### src/rtl/kctf_pkg.sv
// ----------------------------------------------------------------------------
// kctf_pkg: shared types and constants of the keyed confidence table
// entry record, scan beat, write-back bus, configuration set and codes
// ----------------------------------------------------------------------------
package kctf_pkg;

    // table geometry
    localparam int ENTRIES = 16;
    localparam int SLOT_W  = (ENTRIES > 1) ? $clog2(ENTRIES) : 1;
    localparam int USED_W  = $clog2(ENTRIES + 1);

    // fixed field widths
    localparam int PEER_W  = 32;
    localparam int PROTO_W = 2;
    localparam int CFG_W   = 8;
    localparam int CIDX_W  = 3;

    // input op codes
    localparam logic OP_FOLD  = 1'b0;
    localparam logic OP_CLEAR = 1'b1;

    // verdict codes (codes 2 and 3 fold as unobserved)
    localparam logic [1:0] VERD_MET      = 2'd0;
    localparam logic [1:0] VERD_VIOLATED = 2'd1;

    // configuration register indexes
    localparam logic [CIDX_W-1:0] CFG_BASELINE  = 3'd0;
    localparam logic [CIDX_W-1:0] CFG_MET_STEP  = 3'd1;
    localparam logic [CIDX_W-1:0] CFG_VIO_STEP  = 3'd2;
    localparam logic [CIDX_W-1:0] CFG_SAL_STEP  = 3'd3;
    localparam logic [CIDX_W-1:0] CFG_THRESHOLD = 3'd4;

    // configuration reset values
    localparam logic [CFG_W-1:0] BASELINE_RST  = 8'd128;
    localparam logic [CFG_W-1:0] MET_STEP_RST  = 8'd2;
    localparam logic [CFG_W-1:0] VIO_STEP_RST  = 8'd16;
    localparam logic [CFG_W-1:0] SAL_STEP_RST  = 8'd1;
    localparam logic [CFG_W-1:0] THRESHOLD_RST = 8'd3;

    typedef enum logic [1:0] {
        ST_IDLE,
        ST_SCAN,
        ST_FINISH
    } state_t;

    typedef struct packed {
        logic [CFG_W-1:0] baseline;
        logic [CFG_W-1:0] met_step;
        logic [CFG_W-1:0] vio_step;
        logic [CFG_W-1:0] sal_step;
        logic [CFG_W-1:0] threshold;
    } cfg_t;

    typedef struct packed {
        logic [7:0]  conf;
        logic [15:0] sal;
        logic [15:0] met;
        logic [15:0] vio;
        logic [15:0] unobs;
        logic [7:0]  streak;
        logic [7:0]  longest;
        logic        flag;
    } entry_rec_t;

    // lookup beat walking down the chain
    typedef struct packed {
        logic              valid;
        logic              hit;
        logic [SLOT_W-1:0] slot;
        entry_rec_t        rec;
    } token_t;

    // write-back broadcast to every cell
    typedef struct packed {
        logic               en;
        logic [SLOT_W-1:0]  slot;
        logic [PEER_W-1:0]  peer;
        logic [PROTO_W-1:0] proto;
        entry_rec_t         rec;
    } wr_t;

endpackage

### src/rtl/kctf_cell.sv
// ----------------------------------------------------------------------------
// kctf_cell: one table slot of the lookup chain
// holds key and record of one entry, compares the passing lookup beat
// ----------------------------------------------------------------------------
module kctf_cell (
    input  logic                           clk,
    input  logic                           rst_n,
    input  logic [kctf_pkg::SLOT_W-1:0]    cell_idx,
    input  logic [kctf_pkg::USED_W-1:0]    used_entries,
    input  logic [kctf_pkg::PEER_W-1:0]    key_peer,
    input  logic [kctf_pkg::PROTO_W-1:0]   key_protocol,
    input  kctf_pkg::token_t               tok_in,
    output kctf_pkg::token_t               tok_out,
    input  kctf_pkg::wr_t                  wr
);
    import kctf_pkg::*;

    logic [PEER_W-1:0]  peer_reg;
    logic [PROTO_W-1:0] proto_reg;
    entry_rec_t         rec_reg;
    token_t             tok_reg;
    token_t             tok_next;
    logic               active;
    logic               match;

    assign active = (USED_W'(cell_idx) < used_entries);
    assign match  = active && (peer_reg == key_peer) && (proto_reg == key_protocol);

    always_comb
    begin
        tok_next = tok_in;
        if (tok_in.valid && !tok_in.hit && match)
        begin
            tok_next.hit  = 1'b1;
            tok_next.slot = cell_idx;
            tok_next.rec  = rec_reg;
        end
    end

    always_ff @(posedge clk or negedge rst_n)
    begin
        if (!rst_n)
        begin
            tok_reg <= '0;
        end
        else
        begin
            tok_reg <= tok_next;
        end
    end

    // entry storage, undefined until allocated
    always_ff @(posedge clk)
    begin
        if (wr.en && (wr.slot == cell_idx))
        begin
            peer_reg  <= wr.peer;
            proto_reg <= wr.proto;
            rec_reg   <= wr.rec;
        end
    end

    assign tok_out = tok_reg;

endmodule

### src/rtl/kctf_update.sv
// ----------------------------------------------------------------------------
// kctf_update: verdict fold of one entry record
// saturating counters, confidence step, streak and contradiction flag
// ----------------------------------------------------------------------------
module kctf_update (
    input  kctf_pkg::entry_rec_t rec_in,
    input  logic [1:0]           verdict,
    input  kctf_pkg::cfg_t       cfg,
    output kctf_pkg::entry_rec_t rec_out
);
    import kctf_pkg::*;

    logic [8:0]  conf_sum;
    logic [16:0] sal_sum;
    logic [7:0]  streak_inc;

    assign conf_sum   = {1'b0, rec_in.conf} + {1'b0, cfg.met_step};
    assign sal_sum    = {1'b0, rec_in.sal} + {9'd0, cfg.sal_step};
    assign streak_inc = (rec_in.streak == 8'hFF) ? 8'hFF : rec_in.streak + 8'd1;

    always_comb
    begin
        rec_out = rec_in;
        case (verdict)
            VERD_MET:
            begin
                rec_out.met    = (rec_in.met == 16'hFFFF) ? 16'hFFFF : rec_in.met + 16'd1;
                rec_out.conf   = conf_sum[8] ? 8'hFF : conf_sum[7:0];
                rec_out.streak = 8'd0;
            end
            VERD_VIOLATED:
            begin
                rec_out.vio    = (rec_in.vio == 16'hFFFF) ? 16'hFFFF : rec_in.vio + 16'd1;
                rec_out.conf   = (rec_in.conf > cfg.vio_step) ?
                                 rec_in.conf - cfg.vio_step : 8'd0;
                rec_out.sal    = sal_sum[16] ? 16'hFFFF : sal_sum[15:0];
                rec_out.streak = streak_inc;
                if (streak_inc > rec_in.longest)
                begin
                    rec_out.longest = streak_inc;
                end
                if (streak_inc >= cfg.threshold)
                begin
                    rec_out.flag = 1'b1;
                end
            end
            default:
            begin
                rec_out.unobs = (rec_in.unobs == 16'hFFFF) ? 16'hFFFF :
                                rec_in.unobs + 16'd1;
            end
        endcase
    end

endmodule

### src/rtl/keyed_confidence_table_fold.sv
// ----------------------------------------------------------------------------
// keyed_confidence_table_fold: keyed belief table with verdict folding
// chain of slot cells for lookup, one fold unit, registered result beat
// ----------------------------------------------------------------------------
// A fold beat passes from acceptance through the launch register, then through
// one register per table slot (ENTRIES, here 16) while it walks the chain of
// slot cells, and then through the finish state, which folds the verdict, writes
// the entry back and loads the result register. A clear beat goes straight to
// the finish state. The block handles one item at a time; the next item is
// taken as soon as the previous result sits in the output register, and the
// finish state waits only while that register still holds an untaken result. No
// clearing pass follows reset: slots past the used count are never compared.
module keyed_confidence_table_fold (
    input  logic                         clk,
    input  logic                         rst_n,
    // configuration write port
    input  logic                         cfg_we,
    input  logic [kctf_pkg::CIDX_W-1:0]  cfg_index,
    input  logic [kctf_pkg::CFG_W-1:0]   cfg_wdata,
    // input channel
    input  logic                         in_valid,
    output logic                         in_ready,
    input  logic                         op,
    input  logic [31:0]                  peer_id,
    input  logic [1:0]                   protocol,
    input  logic [1:0]                   verdict,
    // result channel
    output logic                         out_valid,
    input  logic                         out_ready,
    output logic                         accepted,
    output logic [3:0]                   slot,
    output logic [7:0]                   confidence,
    output logic [15:0]                  salience,
    output logic [15:0]                  met_count,
    output logic [15:0]                  violated_count,
    output logic [15:0]                  unobserved_count,
    output logic [7:0]                   streak,
    output logic [7:0]                   longest_streak,
    output logic                         contradiction,
    output logic [15:0]                  drop_count,
    output logic [4:0]                   entries_used
);
    import kctf_pkg::*;

    // configuration registers
    cfg_t               cfg_reg;

    // control state
    state_t             state_reg;
    state_t             state_next;
    logic [USED_W-1:0]  used_reg;
    logic [USED_W-1:0]  used_next;
    logic [15:0]        drop_reg;
    logic [15:0]        drop_next;
    logic               inject_reg;
    logic               out_valid_reg;
    logic               out_valid_next;

    // latched item and lookup outcome
    logic               op_reg;
    logic [PEER_W-1:0]  peer_reg;
    logic [PROTO_W-1:0] proto_reg;
    logic [1:0]         verdict_reg;
    token_t             tok_reg;

    // result payload registers
    logic               res_acc_reg;
    logic [SLOT_W-1:0]  res_slot_reg;
    entry_rec_t         res_rec_reg;
    logic [15:0]        res_drop_reg;
    logic [USED_W-1:0]  res_used_reg;
    logic               res_acc_next;
    logic [SLOT_W-1:0]  res_slot_next;
    entry_rec_t         res_rec_next;

    // datapath nets
    token_t             chain [ENTRIES+1];
    wr_t                wr;
    entry_rec_t         fold_src;
    entry_rec_t         fold_rec;
    entry_rec_t         base_rec;
    logic               in_fire;
    logic               out_free;
    logic               finish_go;
    logic               table_full;
    logic [SLOT_W+3:0]  slot_wide;
    logic [USED_W+4:0]  used_wide;

    assign in_fire    = in_valid && in_ready;
    assign out_free   = !out_valid_reg || out_ready;
    assign finish_go  = (state_reg == ST_FINISH) && out_free;
    assign table_full = (used_reg >= USED_W'(ENTRIES));

    // configuration decode
    always_ff @(posedge clk or negedge rst_n)
    begin
        if (!rst_n)
        begin
            cfg_reg.baseline  <= BASELINE_RST;
            cfg_reg.met_step  <= MET_STEP_RST;
            cfg_reg.vio_step  <= VIO_STEP_RST;
            cfg_reg.sal_step  <= SAL_STEP_RST;
            cfg_reg.threshold <= THRESHOLD_RST;
        end
        else if (cfg_we)
        begin
            unique case (cfg_index)
                CFG_BASELINE:  cfg_reg.baseline  <= cfg_wdata;
                CFG_MET_STEP:  cfg_reg.met_step  <= cfg_wdata;
                CFG_VIO_STEP:  cfg_reg.vio_step  <= cfg_wdata;
                CFG_SAL_STEP:  cfg_reg.sal_step  <= cfg_wdata;
                CFG_THRESHOLD: cfg_reg.threshold <= cfg_wdata;
                default:       ;
            endcase
        end
    end

    // lookup beat enters the chain the cycle after a fold is accepted
    always_comb
    begin
        chain[0]       = '0;
        chain[0].valid = inject_reg;
    end

    // chain of slot cells, one slot compared per cycle
    for (genvar i = 0; i < ENTRIES; i++)
    begin : g_cell
        kctf_cell u_cell (
            .clk          (clk),
            .rst_n        (rst_n),
            .cell_idx     (SLOT_W'(i)),
            .used_entries (used_reg),
            .key_peer     (peer_reg),
            .key_protocol (proto_reg),
            .tok_in       (chain[i]),
            .tok_out      (chain[i+1]),
            .wr           (wr)
        );
    end

    // fresh entry for an allocated slot
    always_comb
    begin
        base_rec      = '0;
        base_rec.conf = cfg_reg.baseline;
    end

    assign fold_src = tok_reg.hit ? tok_reg.rec : base_rec;

    kctf_update u_update (
        .rec_in  (fold_src),
        .verdict (verdict_reg),
        .cfg     (cfg_reg),
        .rec_out (fold_rec)
    );

    // next state
    always_comb
    begin
        state_next = state_reg;
        unique case (state_reg)
            ST_IDLE:
            begin
                if (in_fire)
                begin
                    state_next = (op == OP_CLEAR) ? ST_FINISH : ST_SCAN;
                end
            end
            ST_SCAN:
            begin
                if (chain[ENTRIES].valid)
                begin
                    state_next = ST_FINISH;
                end
            end
            ST_FINISH:
            begin
                if (out_free)
                begin
                    state_next = ST_IDLE;
                end
            end
            default: state_next = ST_IDLE;
        endcase
    end

    // outputs of the sequencer: handshake, write-back, table counters, result
    always_comb
    begin
        in_ready       = (state_reg == ST_IDLE);
        used_next      = used_reg;
        drop_next      = drop_reg;
        out_valid_next = out_valid_reg && !out_ready;
        res_acc_next   = 1'b0;
        res_slot_next  = '0;
        res_rec_next   = '0;
        wr             = '0;
        wr.peer        = peer_reg;
        wr.proto       = proto_reg;
        wr.rec         = fold_rec;
        if (finish_go)
        begin
            out_valid_next = 1'b1;
            if (op_reg == OP_CLEAR)
            begin
                used_next = '0;
                drop_next = '0;
            end
            else if (tok_reg.hit)
            begin
                wr.en         = 1'b1;
                wr.slot       = tok_reg.slot;
                res_acc_next  = 1'b1;
                res_slot_next = tok_reg.slot;
                res_rec_next  = fold_rec;
            end
            else if (!table_full)
            begin
                // new key takes the next free slot
                wr.en         = 1'b1;
                wr.slot       = used_reg[SLOT_W-1:0];
                res_acc_next  = 1'b1;
                res_slot_next = used_reg[SLOT_W-1:0];
                res_rec_next  = fold_rec;
                used_next     = used_reg + USED_W'(1);
            end
            else
            begin
                // table full, fold dropped
                drop_next = (drop_reg == 16'hFFFF) ? 16'hFFFF : drop_reg + 16'd1;
            end
        end
    end

    always_ff @(posedge clk or negedge rst_n)
    begin
        if (!rst_n)
        begin
            state_reg     <= ST_IDLE;
            used_reg      <= '0;
            drop_reg      <= '0;
            inject_reg    <= 1'b0;
            out_valid_reg <= 1'b0;
        end
        else
        begin
            state_reg     <= state_next;
            used_reg      <= used_next;
            drop_reg      <= drop_next;
            inject_reg    <= in_fire && (op == OP_FOLD);
            out_valid_reg <= out_valid_next;
        end
    end

    // item and lookup latches
    always_ff @(posedge clk)
    begin
        if (in_fire)
        begin
            op_reg      <= op;
            peer_reg    <= peer_id;
            proto_reg   <= protocol;
            verdict_reg <= verdict;
        end
        if ((state_reg == ST_SCAN) && chain[ENTRIES].valid)
        begin
            tok_reg <= chain[ENTRIES];
        end
        if (finish_go)
        begin
            res_acc_reg  <= res_acc_next;
            res_slot_reg <= res_slot_next;
            res_rec_reg  <= res_rec_next;
            res_drop_reg <= drop_next;
            res_used_reg <= used_next;
        end
    end

    // report slot and used count at their port widths
    assign slot_wide = {4'd0, res_slot_reg};
    assign used_wide = {5'd0, res_used_reg};

    assign out_valid        = out_valid_reg;
    assign accepted         = res_acc_reg;
    assign slot             = slot_wide[3:0];
    assign confidence       = res_rec_reg.conf;
    assign salience         = res_rec_reg.sal;
    assign met_count        = res_rec_reg.met;
    assign violated_count   = res_rec_reg.vio;
    assign unobserved_count = res_rec_reg.unobs;
    assign streak           = res_rec_reg.streak;
    assign longest_streak   = res_rec_reg.longest;
    assign contradiction    = res_rec_reg.flag;
    assign drop_count       = res_drop_reg;
    assign entries_used     = used_wide[4:0];

`ifndef SYNTH
    // used count never passes the table depth
    a_used_bound: assert property (@(posedge clk) disable iff (!rst_n)
        used_reg <= USED_W'(ENTRIES))
        else $error("used count beyond table depth");

    // lookup beat only leaves the chain while the sequencer scans
    a_chain_out_scan: assert property (@(posedge clk) disable iff (!rst_n)
        chain[ENTRIES].valid |-> (state_reg == ST_SCAN))
        else $error("lookup beat outside scan");

    // write-back only in the fold cycle with room for the result
    a_wr_finish: assert property (@(posedge clk) disable iff (!rst_n)
        wr.en |-> finish_go)
        else $error("write-back outside fold cycle");

    // an accepted fold launches exactly one lookup beat
    a_inject: assert property (@(posedge clk) disable iff (!rst_n)
        (in_fire && (op == OP_FOLD)) |=> (inject_reg && (state_reg == ST_SCAN)))
        else $error("fold accepted without lookup launch");

    // a finished fold leaves a result beat waiting
    a_result: assert property (@(posedge clk) disable iff (!rst_n)
        finish_go |=> out_valid_reg)
        else $error("fold finished without result beat");
`endif

endmodule
### config.mk
export PLATFORM = sky130hd
export DESIGN_NAME = keyed_confidence_table_fold
export DESIGN_NICKNAME = d
export VERILOG_FILES = /design/src/rtl/kctf_pkg.sv /design/src/rtl/kctf_cell.sv /design/src/rtl/kctf_update.sv /design/src/rtl/keyed_confidence_table_fold.sv
export SDC_FILE = /design/constraint.sdc
export NUM_CORES = 2
export LEC_CHECK = 0
export ABC_AREA = 1
export BUFFER_PORTS_ARGS = -buffer_cell sky130_fd_sc_hd__buf_4
export CAP_MARGIN = 20
export CORE_ASPECT_RATIO = 1.75
export CORE_MARGIN = 1.5
export CORE_UTILIZATION = 60
export DETAILED_ROUTE_END_ITERATION = 10
export PLACE_DENSITY_LB_ADDON = 0.08
export SLEW_MARGIN = 20
export SYNTH_ARGS = -nofsm -noshare
export SYNTH_HDL_FRONTEND = slang
export SYNTH_SLANG_ARGS = --single-unit
### constraint.sdc
create_clock -name clk -period 9.25 [get_ports clk]
set_clock_uncertainty 0.1 [all_clocks]
set_input_delay 1.3875 -clock clk [delete_from_list [all_inputs] [get_ports clk]]
set_output_delay 1.3875 -clock clk [all_outputs]
set_load 0.02 [all_outputs]
Word-level counts from Yosys, hierarchy flattened:

Cells that the tools add are included.

* logic and storage cells: 635
* bits in registers: 3799
* output and inout bits: 117

* reduce and logical (&&, ||, !) cells: 113
* add/sub/neg operators: 9
* equal/unequal tests: 62
* magnitude comparators: 20
* multiplexer cells: 58
* bitwise logic cells: 1

Operators by type and width (count)
* 94-bit 2-to-1 mux: 16
* 32-bit equality test: 16
* 89-bit 2-to-1 mux: 3
* 16-bit 2-to-1 mux: 13
* 1-bit logical AND: 84
* 16-bit by 1-bit adder with 16-bit output, second input constant: 4
* 16-bit equality test, second input constant: 4
* 4-bit by 5-bit < comparator with 1-bit output, first input constant: 8
* 5-bit 2-to-1 mux: 8
* 2-bit equality test: 16
* 4-bit equality test, second input constant: 8
* 8-bit 2-to-1 mux: 4
* 8-bit one-hot mux with 2 select lines: 2
* 3-bit by 5-bit < comparator with 1-bit output, first input constant: 4
* 16-bit by 8-bit adder with 17-bit output: 1
* 1-bit zero test: 17
* 4-bit by 3-bit equality test with 1-bit output, second input constant: 4
* 8-bit greater-than comparator: 2
* 1-bit by 5-bit < comparator with 1-bit output, first input constant: 2
* 2-bit by 5-bit < comparator with 1-bit output, first input constant: 2
* 2-bit AND reduction: 5
* 8-bit by 8-bit adder with 9-bit output: 1
* 9-bit 2-to-1 mux: 1
* 8-bit by 1-bit adder with 8-bit output, second input constant: 1
* 25 further kinds: 37

Logic depth before layout (Yosys ltp):

* depth after elaboration: 8
* mapped depth: 25
* depth with buffers taken out: 20

Cells and area by module:

Synthesis repeated with hierarchy kept, for this count alone.

* cell total of the unflattened synthesis: 13980
* area total of the unflattened synthesis: 154535.7 µm²

By module, submodules not included
* kctf_cell (g_cell[15].u_cell ...): area an instance 8436.8 µm², cells each 731, instances 10
* kctf_cell (g_cell[0].u_cell ...): area an instance 9066.2 µm², cells each 828, instances 6
* keyed_confidence_table_fold: area an instance 12124.1 µm², cells each 1029, instances 1
* kctf_update: area an instance 3646.0 µm², cells each 673, instances 1

Least setup slack after synthesis:

OpenSTA, ideal clock, no wires.

* path kind: input-to-reg
* start point: in out_ready
* end point: reg g_cell[2].u_cell.peer_reg[0], enable pin
* library setup time: 607 ps
* cell stages on the path: 8
* path buffers: 0
* setup slack: 1072 ps
* required time: 8543 ps
* arrival: 7470 ps
* cell sequence: inv_1 > nand2_1 > nand2_1 > nor2_1 > inv_1 > nor2_1 > nand2_1 > nor2_1

* cells in the longest elaborated chain, start to end: 5

Ends and longest elaborated chain
* start, declared: line keyed_confidence_table_fold.sv:29 `input logic out_ready,`
* 1-bit logical OR (*): line keyed_confidence_table_fold.sv:90 `assign out_free = !out_valid_reg || out_ready;`
* 1-bit logical AND (*): line keyed_confidence_table_fold.sv:91 `assign finish_go = (state_reg == ST_FINISH) && out_free;`
* 5-bit 2-to-1 mux (*): line keyed_confidence_table_fold.sv:201 `if (finish_go)`
* 4-bit by 2-bit equality test with 1-bit output: line kctf_cell.sv:55 `if (wr.en && (wr.slot == cell_idx))`
* 1-bit logical AND (*): line kctf_cell.sv:55
* end signal, assigned: line kctf_cell.sv:57 `peer_reg <= wr.peer;`
* end, declared: line kctf_cell.sv:18 `logic [PEER_W-1:0] peer_reg;`

Mark *: on every way between the ends. The rest lies on a longest branch, timed or not.
A chain may end at the register's enable or synchronous reset.

==> results <==
- Dividing the synthesized area by the synthesized cell count gives 12.6 µm².
- With fillers left out, the area of the finished cells amounts to 0.154 mm².
- The tree built by TritonCTS fans out to 3784 sinks.
- The highest net fanout along the worst path is 103.
- The cell-internal power is 27.3 mW.
- In the synthesized netlist the dominant register cell turns out to be edfxtp_1.
- The number of post-CTS setup repair buffers is 0.
- The flow ran to the end, and the final reports show no timing, DRC or antenna violations.
- The die span in y is 637 µm.
- The initial core utilization is 60.4%.
- The number of enable flip-flop cells after synthesis is 2214.
- The number of nets in the synthesized netlist is 11000.
- For this block, the initial DRC count from the detailed router was 6704.
- For this run, the register share of the synthesized area comes to 76.8%.
- The die outline width is 365 µm.
- The setup TNS after final layout is 0 ns.
- The arrival time of data at the critical path endpoint is 5.77 ns.
- The overall routing resource usage is 31.4%.
- The synthesized area is 0.138 mm².
- In this run, post-CTS hold repair placed 0 buffers.
- Summed over all layers, the routed wires come to 358000 µm.
- The clock tree synthesis step divided the H-tree into 5 levels.
- The number of failing setup endpoints in the final timing report is 0.
- The final layout contains 11200 nets.
- The average detailed-routed wire length per instance is 24.8 µm.
- The share of total power in combinational logic is 8.6%.
- The sequential group share of total power is 52.6%.
- Routability-driven placement finished with a final weighted congestion of 0.950.
- The pin count of the biggest net entering global routing is 172.
- The worst pin sits at a relative slew slack of 15.4%.
- The number of flip-flops under the largest register name is 1505.
- The type of the worst setup path is reg -> reg.
- In the layout the commonest cells are 3954 x nand2_1, 2214 x edfxtp_1, 1564 x dfrtp_1.
- The total clock buffers created by CTS is 328.
- STA classifies the critical path endpoint as a flip-flop.
- The number of gates resized after CTS was 0.
- The floorplan step defined a core boundary enclosing 0.228 mm².
- The number of detailed-route iterations in the first pass is 6.
- The worst IR drop on VDD is 0.223 mV.
- For the pin with the worst max-slew slack, the measured transition is 1.26 ns.
- In this run switching power makes up 24.0% of total power.
- The count of distinct cell types in the synthesized netlist is 57.
- The number of warnings issued by yosys is 0.
- Counting flops and latches in the post-synthesis netlist gives 3784.
- The total congestion overflow is 0.
- Summed over all nets, the switching power comes to 8.61 mW.
- The library cell used most frequently in the layout, excluding fill and tap cells, is nand2_1.
- The part of the total power dissipated in the clock network is 38.8%.
- The hold violation total from the final report is 0.
- The number of violations of the max-capacitance limit is 0.
- Detailed placement finished with a half-perimeter wire length of 217000 µm.
- The worst hold-check path type is in -> async.
- The async set or reset register ratio after synthesis is 41.5%.
- Setup repair after global routing left no endpoint under its margin.
- The number of pins with negative max-slew slack in the final report was 0.
- For the worst setup path, the data required time is 9.78 ns.
- The initial antenna violation count is 15.
- Dividing the detail-routed via count by the number of cells gives 5.67.
- The CTS tree is done.
- The buffer depth of the longest clock path is 4.
- In the final layout, the share of cells above drive strength 1 is 8.60%.
- Summing all placed instances gives a cell area of 0.143 mm².
- The placement row count is 232.
- The highest clock frequency the design can meet is 191 MHz.
- The total number of vias is 81900.
- The area growth from synthesis to layout is 11.5%.
- The clock insertion delay at the later pin of the skew report is 0.90 ns.
- The first global-routing pass estimated 529000 µm of wire.
- The final critical path takes up 56.7% of the cycle.
- In the synthesized netlist, the number of instances is 10900.
- The number of input and output port buffers inserted is 169.
- After clock tree synthesis, the clock-pin slew on the worst setup and hold paths is 0.07 ns.
- The power per cell area is 234 mW/mm².
- The static leakage power is 67.3 nW.
- The buffer cell driving the clock tree root is clkbuf_16.
- The die covers 0.233 mm².
- The number of primary I/O pins is 170.
- In this run the remaining antenna-violating nets after routing total 0.
- After layout, the minimum clock period comes to 5.24 ns.
- The worst setup path is launched from a flip-flop.
- For this run, design rule violations remaining after detail routing come to 0.
- The number of global-route vias before repair is 83400.
## Yosys cell counts, drive strengths merged, types with 2 or more instances
| library cell | instances | area share (%) |
|---|---|---|
| buf | 245 | 1.1 |
| nand3 | 306 | 1.1 |
| dfstp | 6 | 0.11 |
| o21bai | 4 | 0.022 |
| nor2 | 350 | 0.97 |
| nand2 | 3959 | 11 |
| inv | 565 | 1.5 |
| o221ai | 3 | 0.019 |
| nand4 | 62 | 0.28 |
| a22o | 20 | 0.13 |
| a21oi | 74 | 0.27 |
| a21boi | 5 | 0.027 |
| a221oi | 11 | 0.070 |
| edfxtp | 2214 | 48 |
| clkbuf | 208 | 0.57 |
| nor3b | 91 | 0.50 |
| nand3b | 8 | 0.044 |
| ha | 45 | 0.41 |
| a21o | 3 | 0.016 |
| a211oi | 34 | 0.19 |
| o21ai | 547 | 2.0 |
| nor3 | 45 | 0.18 |
| o22ai | 80 | 0.36 |
| o2111ai | 25 | 0.16 |
| xnor2 | 126 | 0.80 |
| a31oi | 10 | 0.045 |
| mux2i | 2 | 0.015 |
| fa | 3 | 0.044 |
| clkinv | 5 | 0.014 |
| and2 | 4 | 0.018 |
| nor4 | 46 | 0.22 |
| and3 | 3 | 0.014 |
| a22oi | 2 | 0.011 |
| o211ai | 14 | 0.076 |
| dfrtp | 1564 | 28 |
| xor2 | 151 | 0.96 |
| or2 | 46 | 0.21 |
## area by class of cell
class	count	area [µm²]
Antenna cell	11	27.5
Clock buffer	459	9500
Clock inverter	138	1420
Fill cell	16400	74500
Inverter	570	2170
Multi-Input combinational cell	6087	27900
Sequential cell	3784	106000
Tap cell	3042	3810
Timing Repair Buffer	356	3020
## worst max-delay path: stages (launching register included)
cell      delay [ns]
edfxtp_1        0.38
buf_12          0.43
inv_1           0.62
or2_2           0.47
o21ai_0         0.16
inv_1           0.08
ha_1            0.22
fa_1            0.44
nand3_1         0.11
nand2_1         0.15
nand4_1         0.11
o211ai_1        0.30
inv_1           0.16
nand2_1         0.06
o21ai_0         0.16
nand3_1         0.61
and2_1          0.38
## power by group through the flow
stage / clock (mW) / combinational (mW) / sequential, mW
final: 13.9 / 3.07 / 18.9
after global placement: 0 / 2.98 / 19.2
after CTS: 14.1 / 3.04 / 18.9
after global routing: 14.7 / 3.23 / 18.9
after floorplan: 0 / 1.20 / 19.4
after detailed placement: 0 / 3.03 / 19.2
## metal layers
| metal | GRT usage (%) | wire length [µm] |
|---|---|---|
| met2 | 55.2 | 187000 |
| met1 | 36.7 | 128000 |
| met4 | 17.8 | 23000 |
| met3 | 4.36 | 20300 |
| met5 | 0 | 0 |
## final timing paths
kind / end / slack (ns) / startpoint / cells after the start
max in group asynchronous: g_cell[0].u_cell.tok_out[51]$_DFF_PN0_ / 6.21 / rst_n / 3
worst min-delay path: g_cell[15].u_cell.tok_out[82]$_DFF_PN0_ / 0.27 / rst_n / 1
worst max register to register: confidence[7]$_SDFFCE_PP0P_ / 4.01 / tok_reg[93]$_DFFE_PP_ / 16
worst max-delay path: confidence[7]$_SDFFCE_PP0P_ / 4.01 / tok_reg[93]$_DFFE_PP_ / 16
min in group clk: g_cell[14].u_cell.tok_out[94]$_DFF_PN0_ / 0.27 / g_cell[13].u_cell.tok_out[94]$_DFF_PN0_ / 0
worst min register to register: g_cell[14].u_cell.tok_out[94]$_DFF_PN0_ / 0.27 / g_cell[13].u_cell.tok_out[94]$_DFF_PN0_ / 0
## cell families after synthesis
logic type | after synthesis | share of synthesized area, %
xor gates and xnor gates | 277 | 1.76
adders and majority gates | 48 | 0.452
buffers and inverters | 1023 | 3.22
muxes | 3 | 0.0227
AOI/OAI and AO/OA | 837 | 3.41
DFF | 3784 | 76.8
and+or+nand+nor | 4922 | 14.4
## metrics by stage
stage / setup WS [ns] / cells / hold slack [ns] / power [mW] / util, %
after floorplan: 1.07 / 10900 / 0.254 / 20.6 / -
after global placement: 3.62 / 13800 / 0.258 / 22.2 / 62.5
after detailed placement: 3.55 / 13800 / 0.261 / 22.3 / 62.5
after CTS: 4.06 / 14400 / 0.271 / 36.0 / 67.3
final: 4.01 / 14400 / 0.269 / 35.9 / 67.3
after global routing: 3.70 / 14400 / 0.277 / 36.9 / 67.3
(Power assumes the default switching activity.)
